[config.mk]
export PLATFORM = sky130hd
export DESIGN_NAME = windowed_running_statistics
export DESIGN_NICKNAME = d
export VERILOG_FILES = /design/src/hw/rtl/wrs_pkg.sv /design/src/hw/rtl/wrs_serial_div.sv /design/src/hw/rtl/wrs_serial_mul.sv /design/src/hw/rtl/windowed_running_statistics.sv
export SDC_FILE = /design/constraint.sdc
export NUM_CORES = 2
export LEC_CHECK = 0
export ABC_AREA = 1
export BUFFER_PORTS_ARGS = -buffer_cell sky130_fd_sc_hd__buf_2
export CAP_MARGIN = 0
export CORE_MARGIN = 2
export CORE_UTILIZATION = 48
export DETAILED_ROUTE_END_ITERATION = 12
export PLACE_DENSITY_LB_ADDON = 0.2
export SETUP_SLACK_MARGIN = 0.05
export SLEW_MARGIN = 10
export SYNTH_ARGS = -nofsm -noshare
export SYNTH_HDL_FRONTEND = slang
export SYNTH_SLANG_ARGS = --single-unit
[constraint.sdc]
create_clock -name clk -period 6.9 [get_ports clk]
set_clock_uncertainty 0.2 [all_clocks]
set_input_delay 1.035 -clock clk [delete_from_list [all_inputs] [get_ports clk]]
set_output_delay 1.035 -clock clk [all_outputs]
set_load 0.05 [all_outputs]
[src/hw/rtl/wrs_pkg.sv]
// shared widths, codes and types for the windowed running statistics block
`default_nettype none

package wrs_pkg;

    localparam int TIME_W     = 63;
    localparam int VAL_W      = 32;
    localparam int CNT_W      = 17;
    localparam int SUM_W      = 48;
    localparam int FRAC_BITS  = 16;
    localparam int MEAN_GUARD = 16;
    localparam int MEAN_W     = VAL_W + MEAN_GUARD;
    localparam int DELTA_W    = MEAN_W + 1;
    localparam int MAG_W      = MEAN_W;
    localparam int PROD_W     = 2 * MAG_W;
    localparam int M2_W       = 64;
    localparam int SPREAD_W   = 47;
    localparam int DIV_W      = M2_W;
    localparam int DIVSR_W    = CNT_W;
    localparam int DIV_STEP_W = $clog2(DIV_W + 1);
    localparam int MUL_STEP_W = $clog2(MAG_W + 1);
    localparam int MAX_COUNT  = 65536;
    localparam int IN_W       = ((TIME_W + VAL_W + 7) / 8) * 8;
    localparam int OUT_USED   = 1 + CNT_W + 3 * VAL_W + SUM_W + SPREAD_W + 1;
    localparam int OUT_W      = ((OUT_USED + 7) / 8) * 8;

    localparam logic [CNT_W-1:0] COUNT_MAX = CNT_W'(MAX_COUNT);

    typedef enum logic [0:0] {
        REG_WINDOW_BEGIN = 1'b0,
        REG_WINDOW_END   = 1'b1
    } cfg_reg_t;

    typedef enum logic [3:0] {
        ST_IDLE,
        ST_TAKE,
        ST_MEAN_GO,
        ST_MEAN_WAIT,
        ST_MEAN_UPD,
        ST_DELTA2,
        ST_MUL_GO,
        ST_MUL_WAIT,
        ST_M2_UPD,
        ST_FINISH,
        ST_VAR_WAIT,
        ST_EMIT
    } state_t;

    typedef struct packed {
        logic                  start;
        logic [DIV_STEP_W-1:0] steps;
    } div_ctl_t;

endpackage

`default_nettype wire

[src/hw/rtl/wrs_serial_div.sv]
// bit-serial restoring divider, one quotient bit per cycle
`default_nettype none

module wrs_serial_div import wrs_pkg::*;
(
    input  wire logic               clk,
    input  wire logic               rst_n,
    input  wire div_ctl_t           ctl,
    input  wire logic [DIV_W-1:0]   dividend,
    input  wire logic [DIVSR_W-1:0] divisor,
    output logic                    done,
    output logic [DIV_W-1:0]        quotient
);

    logic                  busy_reg;
    logic                  done_reg;
    logic [DIV_STEP_W-1:0] left_reg;
    logic [DIV_W-1:0]      dvd_reg;
    logic [DIVSR_W-1:0]    rem_reg;
    logic [DIVSR_W-1:0]    dsr_reg;

    logic [DIVSR_W:0]      shifted;
    logic                  ge;
    logic [DIVSR_W:0]      diff;
    logic [DIVSR_W-1:0]    rem_next;
    logic [DIV_W-1:0]      dvd_next;

    always_comb
    begin
        shifted  = {rem_reg, dvd_reg[DIV_W-1]};
        ge       = shifted >= {1'b0, dsr_reg};
        diff     = shifted - {1'b0, dsr_reg};
        rem_next = ge ? diff[DIVSR_W-1:0] : shifted[DIVSR_W-1:0];
        // quotient bits enter from the bottom as the dividend leaves the top
        dvd_next = {dvd_reg[DIV_W-2:0], ge};
    end

    always_ff @(posedge clk or negedge rst_n)
    begin
        if (!rst_n)
        begin
            busy_reg <= 1'b0;
            done_reg <= 1'b0;
            left_reg <= '0;
        end
        else
        begin
            done_reg <= 1'b0;
            if (ctl.start)
            begin
                busy_reg <= 1'b1;
                left_reg <= ctl.steps;
            end
            else if (busy_reg)
            begin
                left_reg <= left_reg - 1'b1;
                if (left_reg == DIV_STEP_W'(1))
                begin
                    busy_reg <= 1'b0;
                    done_reg <= 1'b1;
                end
            end
        end
    end

    always_ff @(posedge clk)
    begin
        if (ctl.start)
        begin
            dvd_reg <= dividend;
            rem_reg <= '0;
            dsr_reg <= divisor;
        end
        else if (busy_reg)
        begin
            dvd_reg <= dvd_next;
            rem_reg <= rem_next;
        end
    end

    assign done     = done_reg;
    assign quotient = dvd_reg;

endmodule

`default_nettype wire

[src/hw/rtl/wrs_serial_mul.sv]
// bit-serial shift-add multiplier, one multiplier bit per cycle
`default_nettype none

module wrs_serial_mul import wrs_pkg::*;
(
    input  wire logic             clk,
    input  wire logic             rst_n,
    input  wire logic             start,
    input  wire logic [MAG_W-1:0] mcand,
    input  wire logic [MAG_W-1:0] mplier,
    output logic                  done,
    output logic [PROD_W-1:0]     product
);

    logic                  busy_reg;
    logic                  done_reg;
    logic [MUL_STEP_W-1:0] left_reg;
    logic [MAG_W-1:0]      mcand_reg;
    logic [PROD_W-1:0]     prod_reg;

    logic [MAG_W:0]        part_sum;
    logic [PROD_W-1:0]     prod_next;

    always_comb
    begin
        // multiplier bits sit in the low half and are consumed lsb first
        part_sum  = {1'b0, prod_reg[PROD_W-1:MAG_W]}
                  + (prod_reg[0] ? {1'b0, mcand_reg} : '0);
        prod_next = {part_sum, prod_reg[MAG_W-1:1]};
    end

    always_ff @(posedge clk or negedge rst_n)
    begin
        if (!rst_n)
        begin
            busy_reg <= 1'b0;
            done_reg <= 1'b0;
            left_reg <= '0;
        end
        else
        begin
            done_reg <= 1'b0;
            if (start)
            begin
                busy_reg <= 1'b1;
                left_reg <= MUL_STEP_W'(MAG_W);
            end
            else if (busy_reg)
            begin
                left_reg <= left_reg - 1'b1;
                if (left_reg == MUL_STEP_W'(1))
                begin
                    busy_reg <= 1'b0;
                    done_reg <= 1'b1;
                end
            end
        end
    end

    always_ff @(posedge clk)
    begin
        if (start)
        begin
            mcand_reg <= mcand;
            prod_reg  <= {{MAG_W{1'b0}}, mplier};
        end
        else if (busy_reg)
        begin
            prod_reg <= prod_next;
        end
    end

    assign done    = done_reg;
    assign product = prod_reg;

endmodule

`default_nettype wire

[src/hw/rtl/windowed_running_statistics.sv]
// a sample outside the window is taken straight from idle; a kept sample passes through the
// bit-serial mean divider (48 steps) and the bit-serial deviation multiplier (48 steps)
// before a new sample is accepted; a last sample adds the variance division when two or more
// samples were kept in a valid window; the result then waits in the output register until taken,
// and a further result holds the input until that register is free
// rst_n clears the window registers, all accumulators and the output valid at once
`default_nettype none

module windowed_running_statistics import wrs_pkg::*;
(
    input  wire logic              clk,
    input  wire logic              rst_n,
    input  wire logic              cfg_we,
    input  wire logic              cfg_index,
    input  wire logic [TIME_W-1:0] cfg_data,
    input  wire logic              s_axis_tvalid,
    output logic                   s_axis_tready,
    input  wire logic [IN_W-1:0]   s_axis_tdata,  // sample_time, sample_value, pad
    input  wire logic              s_axis_tlast,  // last_sample
    output logic                   m_axis_tvalid,
    input  wire logic              m_axis_tready,
    // found, sample_count, minimum, maximum, total, average, spread, count_overflow, pad
    output logic [OUT_W-1:0]       m_axis_tdata
);

    localparam logic signed [SUM_W:0] SUM_HI = {2'b00, {(SUM_W-1){1'b1}}};
    localparam logic signed [SUM_W:0] SUM_LO = {2'b11, {(SUM_W-1){1'b0}}};
    localparam logic signed [MEAN_W:0] ROUND_HALF =
        {{(MEAN_W+1-MEAN_GUARD){1'b0}}, 1'b1, {(MEAN_GUARD-1){1'b0}}};
    localparam logic signed [MEAN_W:0] AVG_HI =
        {{(MEAN_W+2-VAL_W){1'b0}}, {(VAL_W-1){1'b1}}};
    localparam logic signed [MEAN_W:0] AVG_LO =
        {{(MEAN_W+2-VAL_W){1'b1}}, {(VAL_W-1){1'b0}}};

    state_t state_reg, state_next;

    logic [TIME_W-1:0]        win_begin_reg;
    logic [TIME_W-1:0]        win_end_reg;

    logic [CNT_W-1:0]         cnt_reg;
    logic                     sat_reg;
    logic signed [VAL_W-1:0]  low_reg;
    logic signed [VAL_W-1:0]  high_reg;
    logic signed [SUM_W-1:0]  sum_reg;
    logic signed [MEAN_W-1:0] mean_reg;
    logic [M2_W-1:0]          m2_reg;

    logic signed [VAL_W-1:0]   value_reg;
    logic                      last_reg;
    logic signed [DELTA_W-1:0] delta_reg;
    logic signed [DELTA_W-1:0] delta2_reg;
    logic                      found_reg;
    logic                      var_en_reg;

    logic                      out_valid_reg;
    logic [OUT_W-1:0]          out_data_reg;

    logic [TIME_W-1:0]         in_time;
    logic signed [VAL_W-1:0]   in_value;
    logic                      in_take;
    logic                      keep_in;
    logic signed [MEAN_W-1:0]  x_val;
    logic signed [DELTA_W-1:0] delta_calc;
    logic [DELTA_W-1:0]        delta_neg;
    logic [DELTA_W-1:0]        delta2_neg;
    logic [MAG_W-1:0]          delta_mag;
    logic [MAG_W-1:0]          delta2_mag;

    logic [CNT_W-1:0]          cnt_upd;
    logic                      sat_upd;
    logic                      first_kept;
    logic signed [SUM_W:0]     sum_wide;
    logic signed [SUM_W-1:0]   sum_upd;
    logic [DELTA_W-1:0]        quot_term;
    logic [DELTA_W-1:0]        mean_wide;
    logic [M2_W:0]             m2_wide;
    logic [M2_W-1:0]           m2_upd;
    logic                      found_calc;

    logic signed [MEAN_W:0]    avg_round;
    logic signed [MEAN_W:0]    avg_shift;
    logic [VAL_W-1:0]          avg_out;
    logic [DIV_W-FRAC_BITS-1:0] var_wide;
    logic [SPREAD_W-1:0]       spread_out;
    logic [OUT_W-1:0]          result;

    div_ctl_t                  div_ctl;
    logic [DIV_W-1:0]          div_dividend;
    logic [DIVSR_W-1:0]        div_divisor;
    logic                      div_done;
    logic [DIV_W-1:0]          div_quot;
    logic                      mul_start;
    logic                      mul_done;
    logic [PROD_W-1:0]         mul_prod;
    logic                      out_free;
    logic                      emit;

    wrs_serial_div u_div
    (
        .clk      (clk),
        .rst_n    (rst_n),
        .ctl      (div_ctl),
        .dividend (div_dividend),
        .divisor  (div_divisor),
        .done     (div_done),
        .quotient (div_quot)
    );

    wrs_serial_mul u_mul
    (
        .clk     (clk),
        .rst_n   (rst_n),
        .start   (mul_start),
        .mcand   (delta_mag),
        .mplier  (delta2_mag),
        .done    (mul_done),
        .product (mul_prod)
    );

    // datapath helpers
    always_comb
    begin
        in_time    = s_axis_tdata[TIME_W-1:0];
        in_value   = s_axis_tdata[TIME_W+VAL_W-1:TIME_W];
        keep_in    = (in_time >= win_begin_reg) && (in_time < win_end_reg);
        in_take    = s_axis_tvalid && s_axis_tready;

        x_val      = {value_reg, {MEAN_GUARD{1'b0}}};
        delta_calc = {x_val[MEAN_W-1], x_val} - {mean_reg[MEAN_W-1], mean_reg};
        delta_neg  = ~delta_reg + 1'b1;
        delta2_neg = ~delta2_reg + 1'b1;
        delta_mag  = delta_reg[DELTA_W-1] ? delta_neg[MAG_W-1:0] : delta_reg[MAG_W-1:0];
        delta2_mag = delta2_reg[DELTA_W-1] ? delta2_neg[MAG_W-1:0]
                                           : delta2_reg[MAG_W-1:0];

        cnt_upd    = (cnt_reg < COUNT_MAX) ? cnt_reg + 1'b1 : cnt_reg;
        sat_upd    = sat_reg || (cnt_reg >= COUNT_MAX);
        first_kept = (cnt_reg == '0);

        sum_wide   = {sum_reg[SUM_W-1], sum_reg}
                   + {{(SUM_W+1-VAL_W){value_reg[VAL_W-1]}}, value_reg};
        priority if (sum_wide > SUM_HI)
            sum_upd = SUM_HI[SUM_W-1:0];
        else if (sum_wide < SUM_LO)
            sum_upd = SUM_LO[SUM_W-1:0];
        else
            sum_upd = sum_wide[SUM_W-1:0];

        // signed step folded into one add: mean + (neg ? ~q + 1 : q)
        quot_term  = {1'b0, div_quot[MAG_W-1:0]};
        mean_wide  = {mean_reg[MEAN_W-1], mean_reg}
                   + (delta_reg[DELTA_W-1] ? ~quot_term : quot_term)
                   + {{(DELTA_W-1){1'b0}}, delta_reg[DELTA_W-1]};

        m2_wide    = {1'b0, m2_reg} + {1'b0, mul_prod[PROD_W-1:PROD_W-M2_W]};
        m2_upd     = m2_wide[M2_W] ? {M2_W{1'b1}} : m2_wide[M2_W-1:0];

        found_calc = (cnt_reg != '0) && (win_begin_reg < win_end_reg);

        avg_round  = {mean_reg[MEAN_W-1], mean_reg} + ROUND_HALF;
        avg_shift  = avg_round >>> MEAN_GUARD;
        priority if (avg_shift > AVG_HI)
            avg_out = AVG_HI[VAL_W-1:0];
        else if (avg_shift < AVG_LO)
            avg_out = AVG_LO[VAL_W-1:0];
        else
            avg_out = avg_shift[VAL_W-1:0];

        var_wide   = div_quot[DIV_W-1:FRAC_BITS];
        if (!var_en_reg)
            spread_out = '0;
        else if (|var_wide[DIV_W-FRAC_BITS-1:SPREAD_W])
            spread_out = {SPREAD_W{1'b1}};
        else
            spread_out = var_wide[SPREAD_W-1:0];

        if (found_reg)
            result = {{(OUT_W-OUT_USED){1'b0}}, sat_reg, spread_out, avg_out, sum_reg,
                      high_reg, low_reg, cnt_reg, 1'b1};
        else
            result = '0;

        out_free = !out_valid_reg || m_axis_tready;
    end

    // sequencer
    always_ff @(posedge clk or negedge rst_n)
    begin
        if (!rst_n)
            state_reg <= ST_IDLE;
        else
            state_reg <= state_next;
    end

    always_comb
    begin
        state_next    = state_reg;
        div_ctl.start = 1'b0;
        div_ctl.steps = DIV_STEP_W'(MAG_W);
        div_dividend  = {delta_mag, {(DIV_W-MAG_W){1'b0}}};
        div_divisor   = cnt_reg;
        mul_start     = 1'b0;
        emit          = 1'b0;
        unique case (state_reg)
            ST_IDLE:
            begin
                if (s_axis_tvalid)
                begin
                    if (keep_in)
                        state_next = ST_TAKE;
                    else if (s_axis_tlast)
                        state_next = ST_FINISH;
                    else
                        state_next = ST_IDLE;
                end
            end
            ST_TAKE:
                state_next = ST_MEAN_GO;
            ST_MEAN_GO:
            begin
                div_ctl.start = 1'b1;
                state_next    = ST_MEAN_WAIT;
            end
            ST_MEAN_WAIT:
            begin
                if (div_done)
                    state_next = ST_MEAN_UPD;
            end
            ST_MEAN_UPD:
                state_next = ST_DELTA2;
            ST_DELTA2:
                state_next = ST_MUL_GO;
            ST_MUL_GO:
            begin
                mul_start  = 1'b1;
                state_next = ST_MUL_WAIT;
            end
            ST_MUL_WAIT:
            begin
                if (mul_done)
                    state_next = ST_M2_UPD;
            end
            ST_M2_UPD:
                state_next = last_reg ? ST_FINISH : ST_IDLE;
            ST_FINISH:
            begin
                // variance needs n-1 > 0 in a valid window, otherwise straight to the result
                div_ctl.steps = DIV_STEP_W'(DIV_W);
                div_dividend  = m2_reg;
                div_divisor   = cnt_reg - 1'b1;
                if (found_calc && (cnt_reg > CNT_W'(1)))
                begin
                    div_ctl.start = 1'b1;
                    state_next    = ST_VAR_WAIT;
                end
                else
                begin
                    state_next = ST_EMIT;
                end
            end
            ST_VAR_WAIT:
            begin
                if (div_done)
                    state_next = ST_EMIT;
            end
            ST_EMIT:
            begin
                if (out_free)
                begin
                    emit       = 1'b1;
                    state_next = ST_IDLE;
                end
            end
            default:
                state_next = ST_IDLE;
        endcase
    end

    // window registers
    always_ff @(posedge clk or negedge rst_n)
    begin
        if (!rst_n)
        begin
            win_begin_reg <= '0;
            win_end_reg   <= '0;
        end
        else if (cfg_we)
        begin
            unique case (cfg_reg_t'(cfg_index))
                REG_WINDOW_BEGIN: win_begin_reg <= cfg_data;
                REG_WINDOW_END:   win_end_reg   <= cfg_data;
            endcase
        end
    end

    // accumulators, cleared once the result is loaded
    always_ff @(posedge clk or negedge rst_n)
    begin
        if (!rst_n)
        begin
            cnt_reg  <= '0;
            sat_reg  <= 1'b0;
            low_reg  <= '0;
            high_reg <= '0;
            sum_reg  <= '0;
            mean_reg <= '0;
            m2_reg   <= '0;
        end
        else if (emit)
        begin
            cnt_reg  <= '0;
            sat_reg  <= 1'b0;
            low_reg  <= '0;
            high_reg <= '0;
            sum_reg  <= '0;
            mean_reg <= '0;
            m2_reg   <= '0;
        end
        else if (state_reg == ST_TAKE)
        begin
            cnt_reg <= cnt_upd;
            sat_reg <= sat_upd;
            sum_reg <= sum_upd;
            if (first_kept || value_reg < low_reg)
                low_reg <= value_reg;
            if (first_kept || value_reg > high_reg)
                high_reg <= value_reg;
        end
        else if (state_reg == ST_MEAN_UPD)
        begin
            mean_reg <= mean_wide[MEAN_W-1:0];
        end
        else if (state_reg == ST_M2_UPD)
        begin
            m2_reg <= m2_upd;
        end
    end

    // per-request working registers
    always_ff @(posedge clk)
    begin
        if (in_take)
        begin
            value_reg <= in_value;
            last_reg  <= s_axis_tlast;
        end
        if (state_reg == ST_TAKE)
            delta_reg <= delta_calc;
        if (state_reg == ST_DELTA2)
            delta2_reg <= delta_calc;
        if (state_reg == ST_FINISH)
        begin
            found_reg  <= found_calc;
            var_en_reg <= found_calc && (cnt_reg > CNT_W'(1));
        end
        if (emit)
            out_data_reg <= result;
    end

    // output register
    always_ff @(posedge clk or negedge rst_n)
    begin
        if (!rst_n)
            out_valid_reg <= 1'b0;
        else if (emit)
            out_valid_reg <= 1'b1;
        else if (m_axis_tready)
            out_valid_reg <= 1'b0;
    end

    assign s_axis_tready = (state_reg == ST_IDLE);
    assign m_axis_tvalid = out_valid_reg;
    assign m_axis_tdata  = out_data_reg;

endmodule

`default_nettype wire
; ---- Yosys cells after proc, flatten, opt, wreduce, memory -nomap -nowiden
; Index checks and enable logic that the tools add are counted.
[totals]
output_inout_bits = 218
reg_bits = 981
wordCells = 188
input_bits = 166
[op_classes]
addsub = 14
magnitude_cmp = 13
n_mux = 72
eq_ne = 20
n_reduce_logical = 31
n_bitwise = 5
[op_table]
columns = cell, n
row1 = $mux W48, 13
row2 = $mux W64, 8
row3 = $mux W32, 7
row4 = $not A48 Y48, 3
row5 = $lt A63 B63 Y1, 2
row6 = $add A48 B1 Y48 const B, 2
row7 = $mux W17, 5
row8 = $add A64 B64 Y65, 1
row9 = $ge A63 B63 Y1, 1
row10 = $add A48 B17 Y49 const B, 1
row11 = $add A48 B32 Y49, 1
row12 = $add A48 B48 Y49, 1
row13 = $gt A49 B48 Y1 const B, 1
row14 = $lt A49 B48 Y1 const B, 1
row15 = $sub A48 B48 Y49, 1
row16 = $add A48 B1 Y48, 1
row17 = $add A48 B48 Y48, 1
row18 = $pmux W4 S12, 1
row19 = $mux W47, 1
row20 = $gt A33 B32 Y1 const B, 1
row21 = $lt A33 B32 Y1 const B, 1
row22 = $gt A32 B32 Y1, 1
row23 = $lt A32 B32 Y1, 1
row24 = $mux W4, 8
row25 = 34 further kinds, 91

; ---- Depth between registers and ports, before layout
[logic_depth]
word_depth = 7
depth_mapped = 20
ltp_nobuf = 19

; ---- Modules after synthesis
; From an unflattened synthesis, not the netlist that was laid out.
[hier_totals]
hier_cells = 9274
hier_area_um2 = 68659.6
[modules_own_cells]
columns = mod, area_per_inst_um2, n_inst, cells_per_inst, seq_area_each_um2
row1 = windowed_running_statistics, 53009.6, 1, 7107, 19633.8
row2 = wrs_serial_mul, 9960.8, 1, 1480, 4043.9
row3 = wrs_serial_div, 5689.2, 1, 687, 2997.9

; ---- Worst setup path before layout
; OpenSTA, ideal clock, no wires.
[synth_timing]
path_type = input to register
startpoint = input m_axis_tready
endpoint = register mean_reg[6]
path_stages = 6
setup_slack_ps = 355
required_ps = 6357
setup_time_ps = 343
t_arrival_ps = 6002
n_path_buf = 1
cell_sequence = inv_1 nand2_1 nand3_2 clkbuf_1 inv_1 o31ai_1
[synth_via]
elab_chain_len = 5
elab_cells_between_ends = 7
classes_between = eq/ne: 1 / mux: 3 / reduce/logical: 3
[synth_lines]
columns = item, line
row1 = from (decl), windowed_running_statistics.sv:21  ; input wire logic m_axis_tready,
row2 = $logic_or A1 B1 Y1 *, windowed_running_statistics.sv:183  ; out_free = !out_valid_reg || m_axis_tready;
row3 = $mux W1 *, windowed_running_statistics.sv:268  ; if (out_free)
row4 = $mux W1 *, windowed_running_statistics.sv:204  ; unique case (state_reg)
row5 = via emit, windowed_running_statistics.sv:96  ; logic emit;
row6 = $ne A2 B2 Y1 (no line) or $reduce_bool A2 Y1 (tied branches), --
row7 = $reduce_and A2 Y1 (no line), --
row8 = to (signal assigned), windowed_running_statistics.sv:331  ; mean_reg <= mean_wide[MEAN_W-1:0];
row9 = to (decl), windowed_running_statistics.sv:45  ; logic signed [MEAN_W-1:0] mean_reg;
; Mark *: on every way through the listed nets, which the timed path passes. The rest lies on a longest branch.
; A chain may end at the register's enable or synchronous reset.

; ---- Worst setup path after layout
[layout_timing]
startpoint = register win_begin_reg[42]
endpoint = register u_div.dvd_reg[34] (netlist: u_div.quotient[34]), data pin
[layout_via]
elab_chain_len = 6
[layout_lines]
columns = item, line
row1 = from (decl), windowed_running_statistics.sv:37  ; logic [TIME_W-1:0] win_begin_reg;
row2 = from (signal assigned), windowed_running_statistics.sv:290  ; REG_WINDOW_BEGIN: win_begin_reg <= cfg_data;
row3 = $lt A63 B63 Y1, windowed_running_statistics.sv:158  ; found_calc = (cnt_reg != '0) && (win_begin_reg < win_end_reg);
row4 = $logic_and A1 B1 Y1, windowed_running_statistics.sv:158
row5 = $logic_and A1 B1 Y1, windowed_running_statistics.sv:251  ; if (found_calc && (cnt_reg > CNT_W'(1)))
row6 = $mux W1, windowed_running_statistics.sv:251
row7 = $pmux W1 S2, windowed_running_statistics.sv:204
row8 = $mux W64, wrs_serial_div.sv:68  ; if (ctl.start)
row9 = to (signal assigned), wrs_serial_div.sv:70  ; dvd_reg <= dividend;
row10 = to (signal assigned), wrs_serial_div.sv:76  ; dvd_reg <= dvd_next;
row11 = to (decl), wrs_serial_div.sv:18  ; logic [DIV_W-1:0] dvd_reg;
; No other way between the ends.

==> flow_summary_export.csv <==
group,metric,value,unit
cts,cts_buffer_depth,3,
timing,slew_viol_final,0,
cts,cts_setup_buffers,0,
finish,seq_area,26700,um2
finish,fill_cells,13400,
finish,nets,9903,
grt,grt_usage,31.2,%
power,irDropWorstVdd,0.000289,V
power,p_total,0.0371,W
timing,hold_viol,0,
critical_path,cpMaxStageDelayCell,"nor2_4",
yosys,async_flop_share,40.0,%
critical_path,endpoint_kind,"register",
timing,max_freq,0.213,GHz
finish,multiInputGateArea,34400,um2
cts,cts_root_buf,"clkbuf_16",
grt,antenna_found_initial,4,
yosys,syn_avg_cell_area,7.51,um2
floorplanning,dieArea,142000,um2
timing,period_share,68.1,%
grt,globalRouteOverflowTotal,0,
detailed_routing,vias_per_cell,5.51,
cts,cts_buffers,108,
cts,cts_tree,"built",
critical_path,cp.arrival,5090,ps
critical_path,critical_path_class,"register to register",
floorplanning,core,138000,um2
cts,numClockSinks,975,
grt,grt_max_degree,128,
place,place_ws,2210,ps
yosys,syn_inst,8896,
critical_path,critPathRequiredTime,7290,ps
grt,grt_pass1_wl,342,mm
critical_path,cp_cell_sequence,"ha_1, nand2_1, inv_1, nand3_1, nor2_1, nand3_1, nor3_1, nand2_1, nand4_1, nor2_4, buf_4, nor2_4, buf_4, nand2_1, nand3_1",
detailed_routing,ant_nets,0,
timing,fin_crit,4700,ps
yosys,synth-edff-count,520,
finish,largest_register_ff_count,210,
grt,first_global_vias,58300,
place,hpwl,178,mm
timing,tightest_slew,1470,ps
timing,postLayoutSetupSlackWorst,2200,ps
critical_path,max_stage_delay,780,ps
yosys,synthTopCellsByArea,"edfxtp_1, dfrtp_1, nand2_1, ha_1, inv_1",
finish,syn_to_final_growth,10.9,%
place,gp_congestion,1.04,
critical_path,cp-start-kind,"register",
yosys,syn_area,66800,um2
detailed_routing,wire_per_inst,20.2,um
floorplanning,io_pins,384,
detailed_routing,first_pass_iters,6,
floorplanning,initial_utilization,48.5,%
cts,cts_resized,0,
floorplanning,fp.dieH,377,um
cts,clk_pin_slew_worst_paths,60,ps
yosys,ys.flop_type,"edfxtp_1",
yosys,synthDistinctLibCells,72,
detailed_routing,drt_iter0_markers,5542,
timing,setup_viol,0,
status,outcome,"complete, but fails checks",
yosys,synth_warnings,0,
floorplanning,row_count,136,
detailed_routing,drc,0,
detailed_routing,wl,225,mm
yosys,ys_seq_area_share,39.9,%
power,p_per_area,500,nW/um2
cts,clk_latency,750,ps
run,maxCapViolCount,1,
yosys,yosys.area.top_type_share,23.4,%
yosys,yosysTopAreaCell,"edfxtp_1",
power,p_leak,35.9,nW
floorplanning,chipWidth,377,um
place,numPortBuffers,376,
detailed_routing,dr_total_vias,61200,
cts,cts_hold_buf,0,
timing,tns,0,ps
yosys,ys_ff_latch,975,
cts,htreeDepth,3,
critical_path,crit_path_max_fanout,52,
worst_hold_path,min_path_type,"input pin to asynchronous set/reset pin",
status,violations,"max-capacitance violations",
timing,slew_headroom,0.803,%
finish,drive_gt1_share,8.16,%
timing,rsz0062_at_grt,"false",
-- cell usage after synthesis, types with 95 or more instances --
cell type,number
nor2_1,997
inv_1,1270
o21ai_0,618
nand3_1,534
nand4_1,95
edfxtp_1,520
a21oi_1,547
ha_1,516
xor2_1,260
nand2_1,2244
dfrtp_1,390
nor3_1,95
clkbuf_1,147
-- cells in the final DEF, fill, tap and decap left out, types with 23 or more instances in the layout --
| cell | instances |
|---|---|
| clkbuf_16 | 109 |
| ha_1 | 516 |
| a21oi_1 | 547 |
| buf_4 | 40 |
| nand3_1 | 533 |
| o21a_1 | 30 |
| xor2_1 | 260 |
| a31oi_1 | 35 |
| a21oi_2 | 28 |
| or2_2 | 28 |
| buf_2 | 375 |
| nand2_1 | 2238 |
| o211ai_1 | 23 |
| inv_2 | 32 |
| a21o_1 | 33 |
| xnor2_1 | 51 |
| o21bai_1 | 38 |
| edfxtp_1 | 520 |
| o21ai_0 | 617 |
| nor2_1 | 992 |
| dfrtp_1 | 389 |
| inv_1 | 1268 |
| nor3_1 | 95 |
| o21ai_1 | 31 |
| nand4_1 | 95 |
| nor4_1 | 37 |
| dfxtp_1 | 65 |
-- cell families (layout without fill, tap and decap cells) --
family | after synthesis | count (layout) | synth area share (%)
flops | 975 | 975 | 39.9
xor+xnor | 312 | 312 | 4.10
compound gates | 1458 | 1458 | 11.9
fa+ha+maj | 521 | 521 | 9.81
other cells | 1 | 10 | 0.00561
buf+inv | 1519 | 1928 | 8.80
simple gates | 4110 | 4110 | 25.5
-- per-layer routing --
metal | global-route usage [%] | wire [um]
met5 | 0 | 13
met4 | 14.2 | 11800
met3 | 4.96 | 15900
met2 | 49.7 | 101000
met1 | 41.5 | 96300
-- critical path, delay by kind of cell, from the launching register on --
kind	cells	cell delay [ps]
adder cells (fa/ha/maj)	1	310
AND/OR/NAND/NOR	11	2710
flip-flops	1	400
buffers and inverters	3	870
-- power by group --
group	switching [W]	leakage (nW)	internal [W]
Clock	0.00262	1.77	0.00342
Combinational	0.0145	23.7	0.00631
Sequential	0.00183	10.4	0.00846
-- per-stage QoR --
stage          utilization, %  hold slack (ps)  cells  instance area (um2)
2_1_floorplan               -              224   8901                66800
3_3_place_gp             51.1              270  10900                70500
3_5_place_dp             51.1              273  10900                70500
4_1_cts                  53.8              160  11100                74100
5_1_grt                  53.8              197  11100                74100
6_report                 53.8              168  11100                74100
-- final cells by class --
| class | count | share of cell area [%] |
|---|---|---|
| repair buffers | 419 | 3.04 |
| inverters | 1305 | 6.62 |
| flip-flops and latches | 975 | 36.0 |
| well taps | 1794 | 3.03 |
| diodes | 4 | 0.0135 |
| multi-input cells | 6407 | 46.4 |
| clock buffers | 133 | 3.94 |
| clock inverters | 71 | 1.03 |
-- worst paths after layout --
path                                               start                      endpoint  slack (ps)  cells past startpoint
setup / recovery           win_begin_reg[42]$_DFFE_PN0P_  u_div.quotient[34]$_DFFE_PP_        2200                     15
hold / removal                                     rst_n   win_end_reg[10]$_DFFE_PN0P_         170                      1
setup reg to reg           win_begin_reg[42]$_DFFE_PN0P_  u_div.quotient[34]$_DFFE_PP_        2200                     15
hold reg to reg                   delta_reg[0]$_DFFE_PP_  u_mul.mcand_reg[0]$_DFFE_PP_         280                      0
max in group asynchronous                          rst_n   win_end_reg[39]$_DFFE_PN0P_        4820                      2
min in group clk                        s_axis_tdata[63]        value_reg[0]$_DFFE_PP_         260                      1
Power figures use the tool's default switching activity.
